$ cat config.mk
export PLATFORM = sky130hd
export DESIGN_NAME = prescaled_interval_timer_core_flat
export DESIGN_NICKNAME = d
export VERILOG_FILES = /design/src/hw/rtl/pit_pkg.sv /design/src/hw/rtl/pit_ifs.sv /design/src/hw/rtl/pit_regs.sv /design/src/hw/rtl/prescaled_interval_timer_core.sv /design/src/flat_wrapper.sv
export SDC_FILE = /design/constraint.sdc
export NUM_CORES = 1
export LEC_CHECK = 0
export BUFFER_PORTS_ARGS = -buffer_cell sky130_fd_sc_hd__buf_2
export CAP_MARGIN = 20
export CORE_ASPECT_RATIO = 0.8
export CORE_MARGIN = 5
export CORE_UTILIZATION = 50
export CTS_CLUSTER_DIAMETER = 120
export DETAILED_ROUTE_END_ITERATION = 7
export GPL_TIMING_DRIVEN = 0
export PLACE_DENSITY = 0.69
export SLEW_MARGIN = 30
export SYNTH_ARGS = -nofsm -noshare
export SYNTH_HDL_FRONTEND = slang
export SYNTH_SLANG_ARGS = --single-unit
$ cat constraint.sdc
create_clock -name clk -period 7 [get_ports clk]
set_input_delay 0 -clock clk [delete_from_list [all_inputs] [get_ports clk]]
set_output_delay 0 -clock clk [all_outputs]
set_load 0.02 [all_outputs]
$ cat src/hw/rtl/pit_pkg.sv
// Shared types and constants for the prescaled interval timer.
// No dependencies; used by the channel interfaces, pit_regs and the top level.
package pit_pkg;

  typedef enum logic [1:0] {
    KIND_TICK  = 2'd0,
    KIND_READ  = 2'd1,
    KIND_WRITE = 2'd2,
    KIND_NONE  = 2'd3
  } kind_t;

  localparam logic [3:0] OFS_MODE     = 4'h0;
  localparam logic [3:0] OFS_CLK      = 4'h2;
  localparam logic [3:0] OFS_PRESCALE = 4'h4;
  localparam logic [3:0] OFS_MAX      = 4'h6;
  localparam logic [3:0] OFS_TRIGGER  = 4'h8;
  localparam logic [3:0] OFS_COUNT    = 4'hA;

  localparam logic [1:0] RUN_STOP    = 2'd0;
  localparam logic [1:0] RUN_ONESHOT = 2'd1;
  localparam logic [1:0] RUN_FREE    = 2'd2;

  localparam int PRESCALE_FIELD_W = 10;
  localparam int DATA_W           = 16;

  typedef struct packed {
    kind_t             kind;
    logic [3:0]        reg_offset;
    logic [DATA_W-1:0] write_data;
  } item_t;

  typedef struct packed {
    logic [DATA_W-1:0] read_data;
    logic              irq;
  } result_t;

endpackage

$ cat src/hw/rtl/pit_ifs.sv
// Valid/ready channel interfaces for the timer's input and result words.
// Depends on pit_pkg for the data width.
interface pit_in_if;
  logic                        valid;
  logic                        ready;
  logic [1:0]                  mode;
  logic [3:0]                  reg_offset;
  logic [pit_pkg::DATA_W-1:0]  write_data;

  modport source (output valid, output mode, output reg_offset, output write_data,
                  input ready);
  modport sink (input valid, input mode, input reg_offset, input write_data,
                output ready);
endinterface

interface pit_out_if;
  logic                        valid;
  logic                        ready;
  logic [pit_pkg::DATA_W-1:0]  read_data;
  logic                        irq;

  modport source (output valid, output read_data, output irq, input ready);
  modport sink (input valid, input read_data, input irq, output ready);
endinterface

$ cat src/hw/rtl/pit_regs.sv
// Timer register bank and counters: decodes one word and updates state on commit.
// Depends on pit_pkg for the word and result types, offsets and run modes.
module pit_regs #(
  parameter int PRESCALE_SHIFT = 1
) (
  input  logic             clk,
  input  logic             rst_n,
  input  logic             commit,
  input  pit_pkg::item_t   item,
  output pit_pkg::result_t res
);

  localparam int LIM_W = pit_pkg::PRESCALE_FIELD_W - PRESCALE_SHIFT;
  localparam int DW    = pit_pkg::DATA_W;

  logic [1:0]       run_mode_r, run_mode_nxt;
  logic             clk_sel_r, clk_sel_nxt;
  logic [LIM_W-1:0] pre_lim_r, pre_lim_nxt;
  logic [DW-1:0]    cnt_max_r, cnt_max_nxt;
  logic             go_r, go_nxt;
  logic [DW-1:0]    tick_cnt_r, tick_cnt_nxt;
  logic [LIM_W-1:0] pre_cnt_r, pre_cnt_nxt;

  logic [LIM_W:0]   pre_inc;
  logic [DW:0]      tick_inc;
  logic             running;
  logic             fire;

  always_comb begin
    run_mode_nxt = run_mode_r;
    clk_sel_nxt  = clk_sel_r;
    pre_lim_nxt  = pre_lim_r;
    cnt_max_nxt  = cnt_max_r;
    go_nxt       = go_r;
    tick_cnt_nxt = tick_cnt_r;
    pre_cnt_nxt  = pre_cnt_r;
    fire         = 1'b0;
    res          = '0;
    pre_inc      = {1'b0, pre_cnt_r} + {{LIM_W{1'b0}}, 1'b1};
    tick_inc     = {1'b0, tick_cnt_r} + {{DW{1'b0}}, 1'b1};
    running      = ((run_mode_r == pit_pkg::RUN_ONESHOT) && go_r) ||
                   (run_mode_r == pit_pkg::RUN_FREE);
    case (item.kind)
      pit_pkg::KIND_TICK: begin
        if (running) begin
          if (pre_inc < {1'b0, pre_lim_r}) begin
            pre_cnt_nxt = pre_inc[LIM_W-1:0];
          end else begin
            pre_cnt_nxt = '0;
            if (tick_inc >= {1'b0, cnt_max_r}) begin
              tick_cnt_nxt = '0;
              fire         = 1'b1;
              if (run_mode_r == pit_pkg::RUN_ONESHOT) begin
                go_nxt = 1'b0;
              end
            end else begin
              tick_cnt_nxt = tick_inc[DW-1:0];
            end
          end
        end
        res.irq = fire;
      end
      pit_pkg::KIND_READ: begin
        case (item.reg_offset)
          pit_pkg::OFS_MODE:     res.read_data = {{(DW-2){1'b0}}, run_mode_r};
          pit_pkg::OFS_CLK:      res.read_data = {{(DW-1){1'b0}}, clk_sel_r};
          pit_pkg::OFS_PRESCALE: res.read_data = {{(DW-LIM_W){1'b0}}, pre_lim_r};
          pit_pkg::OFS_MAX:      res.read_data = cnt_max_r;
          pit_pkg::OFS_COUNT:    res.read_data = tick_cnt_r;
          default:               res.read_data = '0;
        endcase
      end
      pit_pkg::KIND_WRITE: begin
        case (item.reg_offset)
          pit_pkg::OFS_MODE: begin
            run_mode_nxt = item.write_data[1:0];
            tick_cnt_nxt = '0;
            pre_cnt_nxt  = '0;
          end
          pit_pkg::OFS_CLK: begin
            clk_sel_nxt = item.write_data[0];
          end
          pit_pkg::OFS_PRESCALE: begin
            pre_lim_nxt = item.write_data[pit_pkg::PRESCALE_FIELD_W-1:PRESCALE_SHIFT];
          end
          pit_pkg::OFS_MAX: begin
            cnt_max_nxt = item.write_data;
          end
          pit_pkg::OFS_TRIGGER: begin
            go_nxt       = item.write_data[0];
            tick_cnt_nxt = '0;
            pre_cnt_nxt  = '0;
          end
          default: begin
          end
        endcase
      end
      default: begin
      end
    endcase
  end

  always_ff @(posedge clk) begin
    if (!rst_n) begin
      run_mode_r <= pit_pkg::RUN_STOP;
      clk_sel_r  <= 1'b0;
      pre_lim_r  <= '0;
      cnt_max_r  <= '0;
      go_r       <= 1'b0;
      tick_cnt_r <= '0;
      pre_cnt_r  <= '0;
    end else if (commit) begin
      run_mode_r <= run_mode_nxt;
      clk_sel_r  <= clk_sel_nxt;
      pre_lim_r  <= pre_lim_nxt;
      cnt_max_r  <= cnt_max_nxt;
      go_r       <= go_nxt;
      tick_cnt_r <= tick_cnt_nxt;
      pre_cnt_r  <= pre_cnt_nxt;
    end
  end

  a_fire_wraps: assert property (@(posedge clk) disable iff (!rst_n)
    commit && fire |=> tick_cnt_r == '0)
    else $error("count not wrapped after irq");

  a_oneshot_clears_go: assert property (@(posedge clk) disable iff (!rst_n)
    commit && fire && (run_mode_r == pit_pkg::RUN_ONESHOT) |=> !go_r)
    else $error("one-shot trigger not cleared after irq");

  a_stopped_holds: assert property (@(posedge clk) disable iff (!rst_n)
    commit && (item.kind == pit_pkg::KIND_TICK) && !running |=> $stable(tick_cnt_r))
    else $error("count moved while stopped");

  a_irq_only_on_tick: assert property (@(posedge clk) disable iff (!rst_n)
    res.irq |-> item.kind == pit_pkg::KIND_TICK)
    else $error("irq raised for a bus access");

endmodule

$ cat src/hw/rtl/prescaled_interval_timer_core.sv
// Prescaled interval timer: input register, register bank/counters, result register.
// Depends on pit_pkg, pit_in_if/pit_out_if and pit_regs.
// Path: input word to the input register, then its result to the result register.
// Throughput: one word/cycle unless stalled; result reg frees while its word is taken.
// Reset: synchronous active-low rst_n clears all timer registers and both valid flags.
module prescaled_interval_timer_core #(
  parameter int PRESCALE_SHIFT = 1
) (
  input logic       clk,
  input logic       rst_n,
  pit_in_if.sink    in_bus,
  pit_out_if.source out_bus
);

  logic              s1_v_r;
  pit_pkg::item_t    s1_item_r;
  logic              out_v_r;
  pit_pkg::result_t  out_res_r;
  pit_pkg::result_t  res;
  logic              adv;
  logic              commit;
  logic              in_take;

  assign adv     = !out_v_r || out_bus.ready;
  assign commit  = s1_v_r && adv;
  assign in_bus.ready = !s1_v_r || adv;
  assign in_take = in_bus.valid && in_bus.ready;

  assign out_bus.valid     = out_v_r;
  assign out_bus.read_data = out_res_r.read_data;
  assign out_bus.irq       = out_res_r.irq;

  pit_regs #(
    .PRESCALE_SHIFT(PRESCALE_SHIFT)
  ) u_regs (
    .clk    (clk),
    .rst_n  (rst_n),
    .commit (commit),
    .item   (s1_item_r),
    .res    (res)
  );

  always_ff @(posedge clk) begin
    if (!rst_n) begin
      s1_v_r  <= 1'b0;
      out_v_r <= 1'b0;
    end else begin
      if (in_take) begin
        s1_v_r <= 1'b1;
      end else if (adv) begin
        s1_v_r <= 1'b0;
      end
      if (adv) begin
        out_v_r <= s1_v_r;
      end
    end
  end

  always_ff @(posedge clk) begin
    if (in_take) begin
      s1_item_r.kind       <= pit_pkg::kind_t'(in_bus.mode);
      s1_item_r.reg_offset <= in_bus.reg_offset;
      s1_item_r.write_data <= in_bus.write_data;
    end
    if (commit) begin
      out_res_r <= res;
    end
  end

  a_irq_no_data: assert property (@(posedge clk) disable iff (!rst_n)
    out_v_r && out_res_r.irq |-> out_res_r.read_data == '0)
    else $error("irq word carries read data");

  a_commit_fills_out: assert property (@(posedge clk) disable iff (!rst_n)
    commit |=> out_v_r)
    else $error("result word lost");

  a_stall_holds_stage: assert property (@(posedge clk) disable iff (!rst_n)
    s1_v_r && !adv |=> s1_v_r && $stable(s1_item_r))
    else $error("input stage dropped a word under stall");

endmodule

$ cat src/flat_wrapper.sv
// flat-port wrapper written by rule: the top's interface ports become plain ports
module prescaled_interval_timer_core_flat 
#(
  parameter int PRESCALE_SHIFT = 1
)
  (clk, rst_n, in_bus_valid, in_bus_mode, in_bus_reg_offset, in_bus_write_data, in_bus_ready, out_bus_valid, out_bus_read_data, out_bus_irq, out_bus_ready);
  pit_in_if in_bus_i ();
  pit_out_if out_bus_i ();
  input logic clk;
  input logic rst_n;
  input wire logic [$bits(in_bus_i.valid)-1:0] in_bus_valid;
  input wire logic [$bits(in_bus_i.mode)-1:0] in_bus_mode;
  input wire logic [$bits(in_bus_i.reg_offset)-1:0] in_bus_reg_offset;
  input wire logic [$bits(in_bus_i.write_data)-1:0] in_bus_write_data;
  output wire logic [$bits(in_bus_i.ready)-1:0] in_bus_ready;
  output wire logic [$bits(out_bus_i.valid)-1:0] out_bus_valid;
  output wire logic [$bits(out_bus_i.read_data)-1:0] out_bus_read_data;
  output wire logic [$bits(out_bus_i.irq)-1:0] out_bus_irq;
  input wire logic [$bits(out_bus_i.ready)-1:0] out_bus_ready;
  assign in_bus_i.valid = in_bus_valid;
  assign in_bus_i.mode = in_bus_mode;
  assign in_bus_i.reg_offset = in_bus_reg_offset;
  assign in_bus_i.write_data = in_bus_write_data;
  assign in_bus_ready = in_bus_i.ready;
  assign out_bus_valid = out_bus_i.valid;
  assign out_bus_read_data = out_bus_i.read_data;
  assign out_bus_irq = out_bus_i.irq;
  assign out_bus_i.ready = out_bus_ready;
  prescaled_interval_timer_core #(.PRESCALE_SHIFT(PRESCALE_SHIFT)) u_core (.clk(clk), .rst_n(rst_n), .in_bus(in_bus_i), .out_bus(out_bus_i));
endmodule
### After elaboration in Yosys (flattened, before gate mapping)

Cells that the tools add are included.

| operators by class | value |
|---|---|
| $add $sub $neg | 2 |
| equal/unequal tests | 15 |
| reduce and logical (&&, ||, !) cells | 21 |
| bitwise operators | 2 |
| mux-type cells | 19 |
| order comparisons | 2 |

Operators with widths:

| operator | count |
|---|---|
| case mux 16 bit (5 select lines) | 1 |
| 2-to-1 mux 16 bit | 4 |
| case mux 16 bit (2 select lines) | 1 |
| 2-to-1 mux 9 bit | 3 |
| case mux 9 bit (2 select lines) | 1 |
| adder 16 x 1 -> 17 bit (second input constant) | 1 |
| greater-or-equal comparator 17 x 16 -> 1 bit | 1 |
| inequality test 2 bit (second input constant) | 6 |
| AND reduction 3 bit | 4 |
| adder 9 x 1 -> 10 bit (second input constant) | 1 |
| less-than comparator 10 x 9 -> 1 bit | 1 |
| == test 4 x 3 -> 1 bit (second input constant) | 2 |
| == test 4 bit (second input constant) | 2 |
| 2-to-1 mux 1 bit | 8 |
| AND reduction 7 bit | 1 |
| AND reduction 5 bit | 1 |
| == test 2 x 1 -> 1 bit (second input constant) | 2 |
| == test 2 bit (second input constant) | 2 |
| == test 4 x 2 -> 1 bit (second input constant) | 1 |
| zero test 4 bit | 1 |
| AND reduction 4 bit | 1 |
| nonzero test 2 bit | 2 |
| logical AND 1 bit | 3 |
| logical OR 1 bit | 3 |
| 6 further kinds | 8 |

| word-level totals | value |
|---|---|
| input bits | 26 |
| word-level logic and storage cells | 75 |
| register bits after elaboration | 95 |
| output and inout bits | 19 |

### Longest topological paths before layout

| logic depth | value |
|---|---|
| depth after elaboration | 6 |
| depth in mapped cells | 17 |

### By module

From an unflattened synthesis, not the netlist that was laid out.

| unflattened totals | value |
|---|---|
| cells, all modules | 511 |
| area, all modules | 4946.0 sq um |

By module, submodules not included:

| module | cells an instance | sequential area each (sq um) | area an instance (sq um) | times used |
|---|---|---|---|---|
| pit_regs | 463 | 1081.0 | 3671.0 | 1 |
| prescaled_interval_timer_core | 48 | 1211.2 | 1275.0 | 1 |

### Worst setup path after synthesis

Ideal clock, no wire load.

| timing | value |
|---|---|
| path type | register to register |
| start point | reg u_core.u_regs.tick_cnt_r[2] |
| end point | reg u_core.u_regs.tick_cnt_r[7] |
| arrival | 3.256 ns |
| buffers on the path | 3 |
| data required time | 6.928 ns |
| clock period less this slack | 3.327 ns |
| path slack | 3.673 ns |
| stages on the path, launching flop included | 18 |
| cells stage by stage | dfxtp_1 buf_6 nand3_1 nor2_1 and3_2 clkbuf_1 and3_1 nand3_1 xnor2_1 ha_1 nand3_1 nor2_1 nor4_1 nand3_1 nor4b_4 buf_6 nand3_1 mux2i_1 |

| between the ends | value |
|---|---|
| cells in the longest elaborated chain, start to end | 6 |

Ends and longest elaborated chain:

| item | line | source |
|---|---|---|
| start, declared | pit_regs.sv:21 | `logic [DW-1:0] tick_cnt_r, tick_cnt_nxt;` |
| start signal, assigned | pit_regs.sv:118 | `tick_cnt_r <= tick_cnt_nxt;` |
| adder 16 x 1 -> 17 bit (*) | pit_regs.sv:40 | `tick_inc = {1'b0, tick_cnt_r} + {{DW{1'b0}}, 1'b1};` |
| greater-or-equal comparator 17 x 16 -> 1 bit | pit_regs.sv:50 | `if (tick_inc >= {1'b0, cnt_max_r}) begin` |
| 2-to-1 mux 16 bit (*) | pit_regs.sv:50 |  |
| 2-to-1 mux 16 bit (*) | pit_regs.sv:46 | `if (pre_inc < {1'b0, pre_lim_r}) begin` |
| 2-to-1 mux 16 bit (*) | pit_regs.sv:45 | `if (running) begin` |
| case mux 16 bit (2 select lines) (*) | pit_regs.sv:43 | `case (item.kind)` |

Mark *: on every way between the ends. The rest lies on a longest branch, timed or not. The select of a mux whose other input is x is not followed.
A chain may end at the register's enable or synchronous reset.

### Worst setup path after layout

| timing | value |
|---|---|
| start point | reg u_core.u_regs.tick_cnt_r[0] |
| end point | reg u_core.u_regs.tick_cnt_r[6] |

Same word-level chain as after synthesis.

==> flow_results.org <==
** GRT
- Global routing used between 10% and 20% of the available tracks.
- The number of antenna violations at the first check in global routing came to 0.
- Overflow left after global routing :: 0
- The via count of the first global-routing pass was ~3700.
- Largest net degree at the start of global routing :: 23
- The first global-routing pass estimated about 19000 um of wire.

** Clock network
- Counting every sink on the clock net gives 95.
- In this run, CTS created clock tree buffers numbering 9.
- CTS placed an instance of sky130_fd_sc_hd__clkbuf_16 at the clock tree root.
- Worst-skew pair later-pin latency :: around 340 ps
- Clock transition time at the flip-flop clock pins of the worst setup and hold paths :: 70 ps
- Number of buffers on the longest clock path :: 2
- Count of H-tree levels built during CTS :: 3
- TritonCTS built the clock tree.

** Place
- Post-Place Cell Area :: 5250 um^2
- Input and output buffers added on the ports amount to between 40 and 50.
- Placed wire-length estimate :: around 8400 um
- Routability-driven placement finished with a final weighted congestion of 0.905.

** Power
- Lkg Pwr :: between 2 and 2.5 nW
- Peak supply drop :: between 0.1 and 0.15 mV
- In this run, the clock network consumes a little over two fifths of the power.
- Dividing total power by cell area gives a power density of approximately 200 nW/um^2.
- Switching power :: roughly 0.26 mW
- Combinational group share of total power :: roughly 5%
- In this run, flip-flops and latches consume 51.4% of the power.
- Net Sw Frac :: approximately 23%
- Internal power consumption :: around 0.90 mW

** Synthesis
- In the synthesized netlist the async set-or-reset flop fraction comes to 0%.
- Library cell with the largest summed area after synthesis :: sky130_fd_sc_hd__edfxtp_1
- The synthesized design devotes to its leading area cell type between 20% and 30% of total area.
- Syn Nets :: ~560
- In this run, synthesis inferred 39 flip-flops with an integrated enable.
- Largest cells by area after synthesis :: sky130_fd_sc_hd__edfxtp_1 (24%), sky130_fd_sc_hd__dfxtp_1 (23%), sky130_fd_sc_hd__ha_1 (6.7%)
- Yosys mapped the design onto slightly below 60 distinct sky130hd cell types.
- The mapped netlist covers just under 5000 um^2.
- Summing the sequential cell areas from Yosys gives a little under half of the chip area.
- Number of instances in the synthesized netlist :: approximately 510
- In this run, synthesis produced a sequential element count of 95.
- Yosys synthesis warning count :: 0
- Post-Syn Area per Cell :: ~9.7 um^2
- For this run, the leading register cell type out of synthesis is sky130_fd_sc_hd__dfxtp_1.

** Die
- Once the floorplan was initialized, standard cells occupied around 51% of the core.
- The die is ~100 um tall.
- between 40 and 50 I/O pins were placed.
- Floorplan core area :: about 9600 um^2
- In this run the horizontal extent of the chip is 120 um.
- The floorplan has 32 rows.
- Die area :: between 10000 and 15000 um^2

** Routing
- Via-to-Cell Ratio :: ~5.6
- Initial drt markers :: around 310
- First-pass DRT Iterations :: 6
- Antenna Violating Nets Remaining :: 0
- Total wire length :: 11300 um
- Dividing the detail-routed wire length by the instance count gives 16.0 um.
- The routed layout has 3987 vias.
- # DRC :: 0

** STA
- Worst clock skew on the final layout :: 7.68 ps
- Relative slew margins :: between 40% and 50%
- For the pin with the worst max-slew slack, the measured transition is around 870 ps.
- # setup viols final :: 0
- Period utilization :: between 60% and 70%
- Adding up every negative setup slack in the final design gives 0 ps.
- Static timing analysis puts the maximum clock frequency at approximately 240 MHz.
- The final-report max-slew violation count is 0.
- The hold violation total from the final report was 1.
- Setup repair after global routing left no endpoint under its margin.
- The smallest clock period supported by the final layout is computed as ~4200 ps.
- Worst hold margin :: -3.56 ps

** Final layout
- The library cell used most frequently in the layout, excluding fill and tap cells, is sky130_fd_sc_hd__nand2_1.
- Most frequent cells in the layout :: sky130_fd_sc_hd__nand2_1 (67), sky130_fd_sc_hd__dfxtp_1 (56), sky130_fd_sc_hd__buf_2 (47), sky130_fd_sc_hd__nand3_1 (39), sky130_fd_sc_hd__edfxtp_1 (39)
- From synthesis to final layout, the design area changed by 18.8%.
- Fin nets :: ~640
- The finished cells cover between 5000 and 6000 um^2.
- Number of diodes :: 0
- Share of post-route cells with drive strength above 1 :: between 10% and 20%

** Worst setup path
- Traced cell by cell, the critical path runs through nand3_1 > nor2_1 > and3_2 > clkbuf_1 > and3_1 > nand3_1 > xnor2_1 > ha_1 > nand3_1 > nor2_1 > nor4_1 > nand3_1 > nor4b_4 > buf_6 > nand3_1 > mux2i_1.
- Worst Path Arrival :: about 4500 ps
- Of all nets on the critical path, the largest fanout is 10.
- The slowest stage of the critical path belongs to the cell sky130_fd_sc_hd__nor4b_4.
- Counting both buffers and inverters, the worst setup path holds a total of 2.
- By instance count, the cell type seen most on the critical path is sky130_fd_sc_hd__nand3_1.
- Register-to-Register Setup Slack :: roughly 2800 ps
- STA puts the critical path data required time at around 7300 ps.
- The critical path in this run is classified as register to register.
- The worst setup path is captured at a register.
- Crit path launch type :: register
- The largest single stage delay on the critical path is slightly above 700 ps.
- CP delay by family, top :: simple AND/OR/NAND/NOR gates

** Status
- Run status :: complete, but fails checks
- The final reports fail on negative hold slack.

** Flow run
- Number of max-cap violations :: 0

** Min path
- Type of the tightest min-delay check :: input pin to register
-- registers in the layout (all words and copies together), names as in the netlist --
| signal | flops |
|---|---|
| u_core.s1_item_r | 22 |
| u_core.out_bus.read_data | 16 |
| u_core.u_regs.cnt_max_r | 16 |
| u_core.u_regs.tick_cnt_r | 16 |
| u_core.u_regs.pre_cnt_r | 9 |
| u_core.u_regs.pre_lim_r | 9 |
| u_core.u_regs.run_mode_r | 2 |
| u_core.out_bus.irq | 1 |
| u_core.out_bus.valid | 1 |
| u_core.s1_v_r | 1 |
| u_core.u_regs.clk_sel_r | 1 |
| u_core.u_regs.go_r | 1 |
-- through the flow --
stage          util, %  hold WS [ps]  worst slack [ps]  cells  power, mW
3_3_place_gp      54.8           176              2830    668      0.656
2_1_floorplan        -          98.9              3670    505      0.635
4_1_cts           60.4          1.61              2800    707       1.17
6_report          60.6         -3.56              2760    707       1.16
3_5_place_dp      54.8           178              2840    668      0.657
5_1_grt           60.6          7.53              2500    707       1.20
-- logic make-up after synthesis --
| kind of cell | after synthesis | share of synthesized area [%] |
|---|---|---|
| buf+inv | 57 | 5.67 |
| fa+ha+maj | 26 | 6.67 |
| compound gates | 107 | 16.2 |
| mux | 6 | 1.26 |
| simple gates | 198 | 20.4 |
| xor+xnor | 16 | 2.87 |
| flops | 95 | 47.0 |
-- worst paths after layout --
kind	end	depth (start not counted)	start
worst min register to register	u_core.u_regs.cnt_max_r[10]	2	u_core.u_regs.cnt_max_r[10]
worst max-delay path	u_core.u_regs.tick_cnt_r[6]	16	u_core.u_regs.tick_cnt_r[0]
worst min-delay path	u_core.out_bus.valid	3	out_bus_ready
worst max register to register	u_core.u_regs.tick_cnt_r[6]	16	u_core.u_regs.tick_cnt_r[0]
-- tightest hold or removal path, cell delays in order --
cell and delay, ps:
sky130_fd_sc_hd__buf_2 80, sky130_fd_sc_hd__nor2b_1 60, sky130_fd_sc_hd__o21a_1 160
-- power by group through the flow --
stage	sequential, mW	clock (mW)	combinational [mW]
global placement	0.609	0	0.0470
detailed placement	0.609	0	0.0477
floorplan	0.613	0	0.0215
finish	0.597	0.507	0.0575
CTS	0.596	0.513	0.0574
global route	0.598	0.541	0.0624
-- synthesized netlist by cell type (2+ instances only) --
| cell | count |
|---|---|
| sky130_fd_sc_hd__nor3_1 | 7 |
| sky130_fd_sc_hd__inv_1 | 31 |
| sky130_fd_sc_hd__buf_2 | 3 |
| sky130_fd_sc_hd__or2_2 | 6 |
| sky130_fd_sc_hd__dfxtp_1 | 56 |
| sky130_fd_sc_hd__o21ai_1 | 2 |
| sky130_fd_sc_hd__nand4b_1 | 2 |
| sky130_fd_sc_hd__nand2_1 | 67 |
| sky130_fd_sc_hd__nand3_1 | 39 |
| sky130_fd_sc_hd__nor2_1 | 28 |
| sky130_fd_sc_hd__nor4_1 | 3 |
| sky130_fd_sc_hd__a222oi_1 | 9 |
| sky130_fd_sc_hd__nor2b_1 | 15 |
| sky130_fd_sc_hd__xor2_1 | 5 |
| sky130_fd_sc_hd__o21a_1 | 5 |
| sky130_fd_sc_hd__a22oi_1 | 11 |
| sky130_fd_sc_hd__o21ai_0 | 11 |
| sky130_fd_sc_hd__a21oi_1 | 13 |
| sky130_fd_sc_hd__a32o_1 | 5 |
| sky130_fd_sc_hd__buf_6 | 4 |
| sky130_fd_sc_hd__a21o_1 | 2 |
| sky130_fd_sc_hd__ha_1 | 26 |
| sky130_fd_sc_hd__edfxtp_1 | 39 |
| sky130_fd_sc_hd__and3_2 | 3 |
| sky130_fd_sc_hd__and2_1 | 8 |
| sky130_fd_sc_hd__clkbuf_1 | 15 |
| sky130_fd_sc_hd__nand2b_1 | 2 |
| sky130_fd_sc_hd__o31ai_1 | 4 |
| sky130_fd_sc_hd__a21boi_0 | 33 |
| sky130_fd_sc_hd__and3_1 | 4 |
| sky130_fd_sc_hd__xnor2_1 | 11 |
| sky130_fd_sc_hd__mux2i_1 | 5 |
| sky130_fd_sc_hd__clkbuf_8 | 2 |
| sky130_fd_sc_hd__nand4_1 | 3 |
| sky130_fd_sc_hd__nand2_2 | 2 |
| sky130_fd_sc_hd__a31o_2 | 2 |
-- cell type report --
cell class / instances / area [um^2]
buffer: 26 / 160
multi-input combinational: 353 / 2320
timing repair buffer: 67 / 450
inverter: 31 / 116
clock inverter: 6 / 77.6
clock buffer: 10 / 229
fill: 805 / 3770
sequential: 95 / 2290
tap: 119 / 149
-- timing repair --
item	4_1_cts	5_1_grt
endpoints found under the hold margin	23	0
buffers inserted	0	0
resized for setup	0	0
hold buffers	23	0
-- metal layers --
metal / routed length, um / share of wire [%] / track usage [%] / vias up
li1: - / - / - / 1964
met1: 5340 / 47 / 29.7 / 1864
met2: 4890 / 43 / 28.7 / 148
met3: 996 / 8.8 / 4.34 / 11
met4: 111 / 0.98 / 5.57 / 0
met5: 0 / 0 / 0 / -
Power figures use the tool's default switching activity.
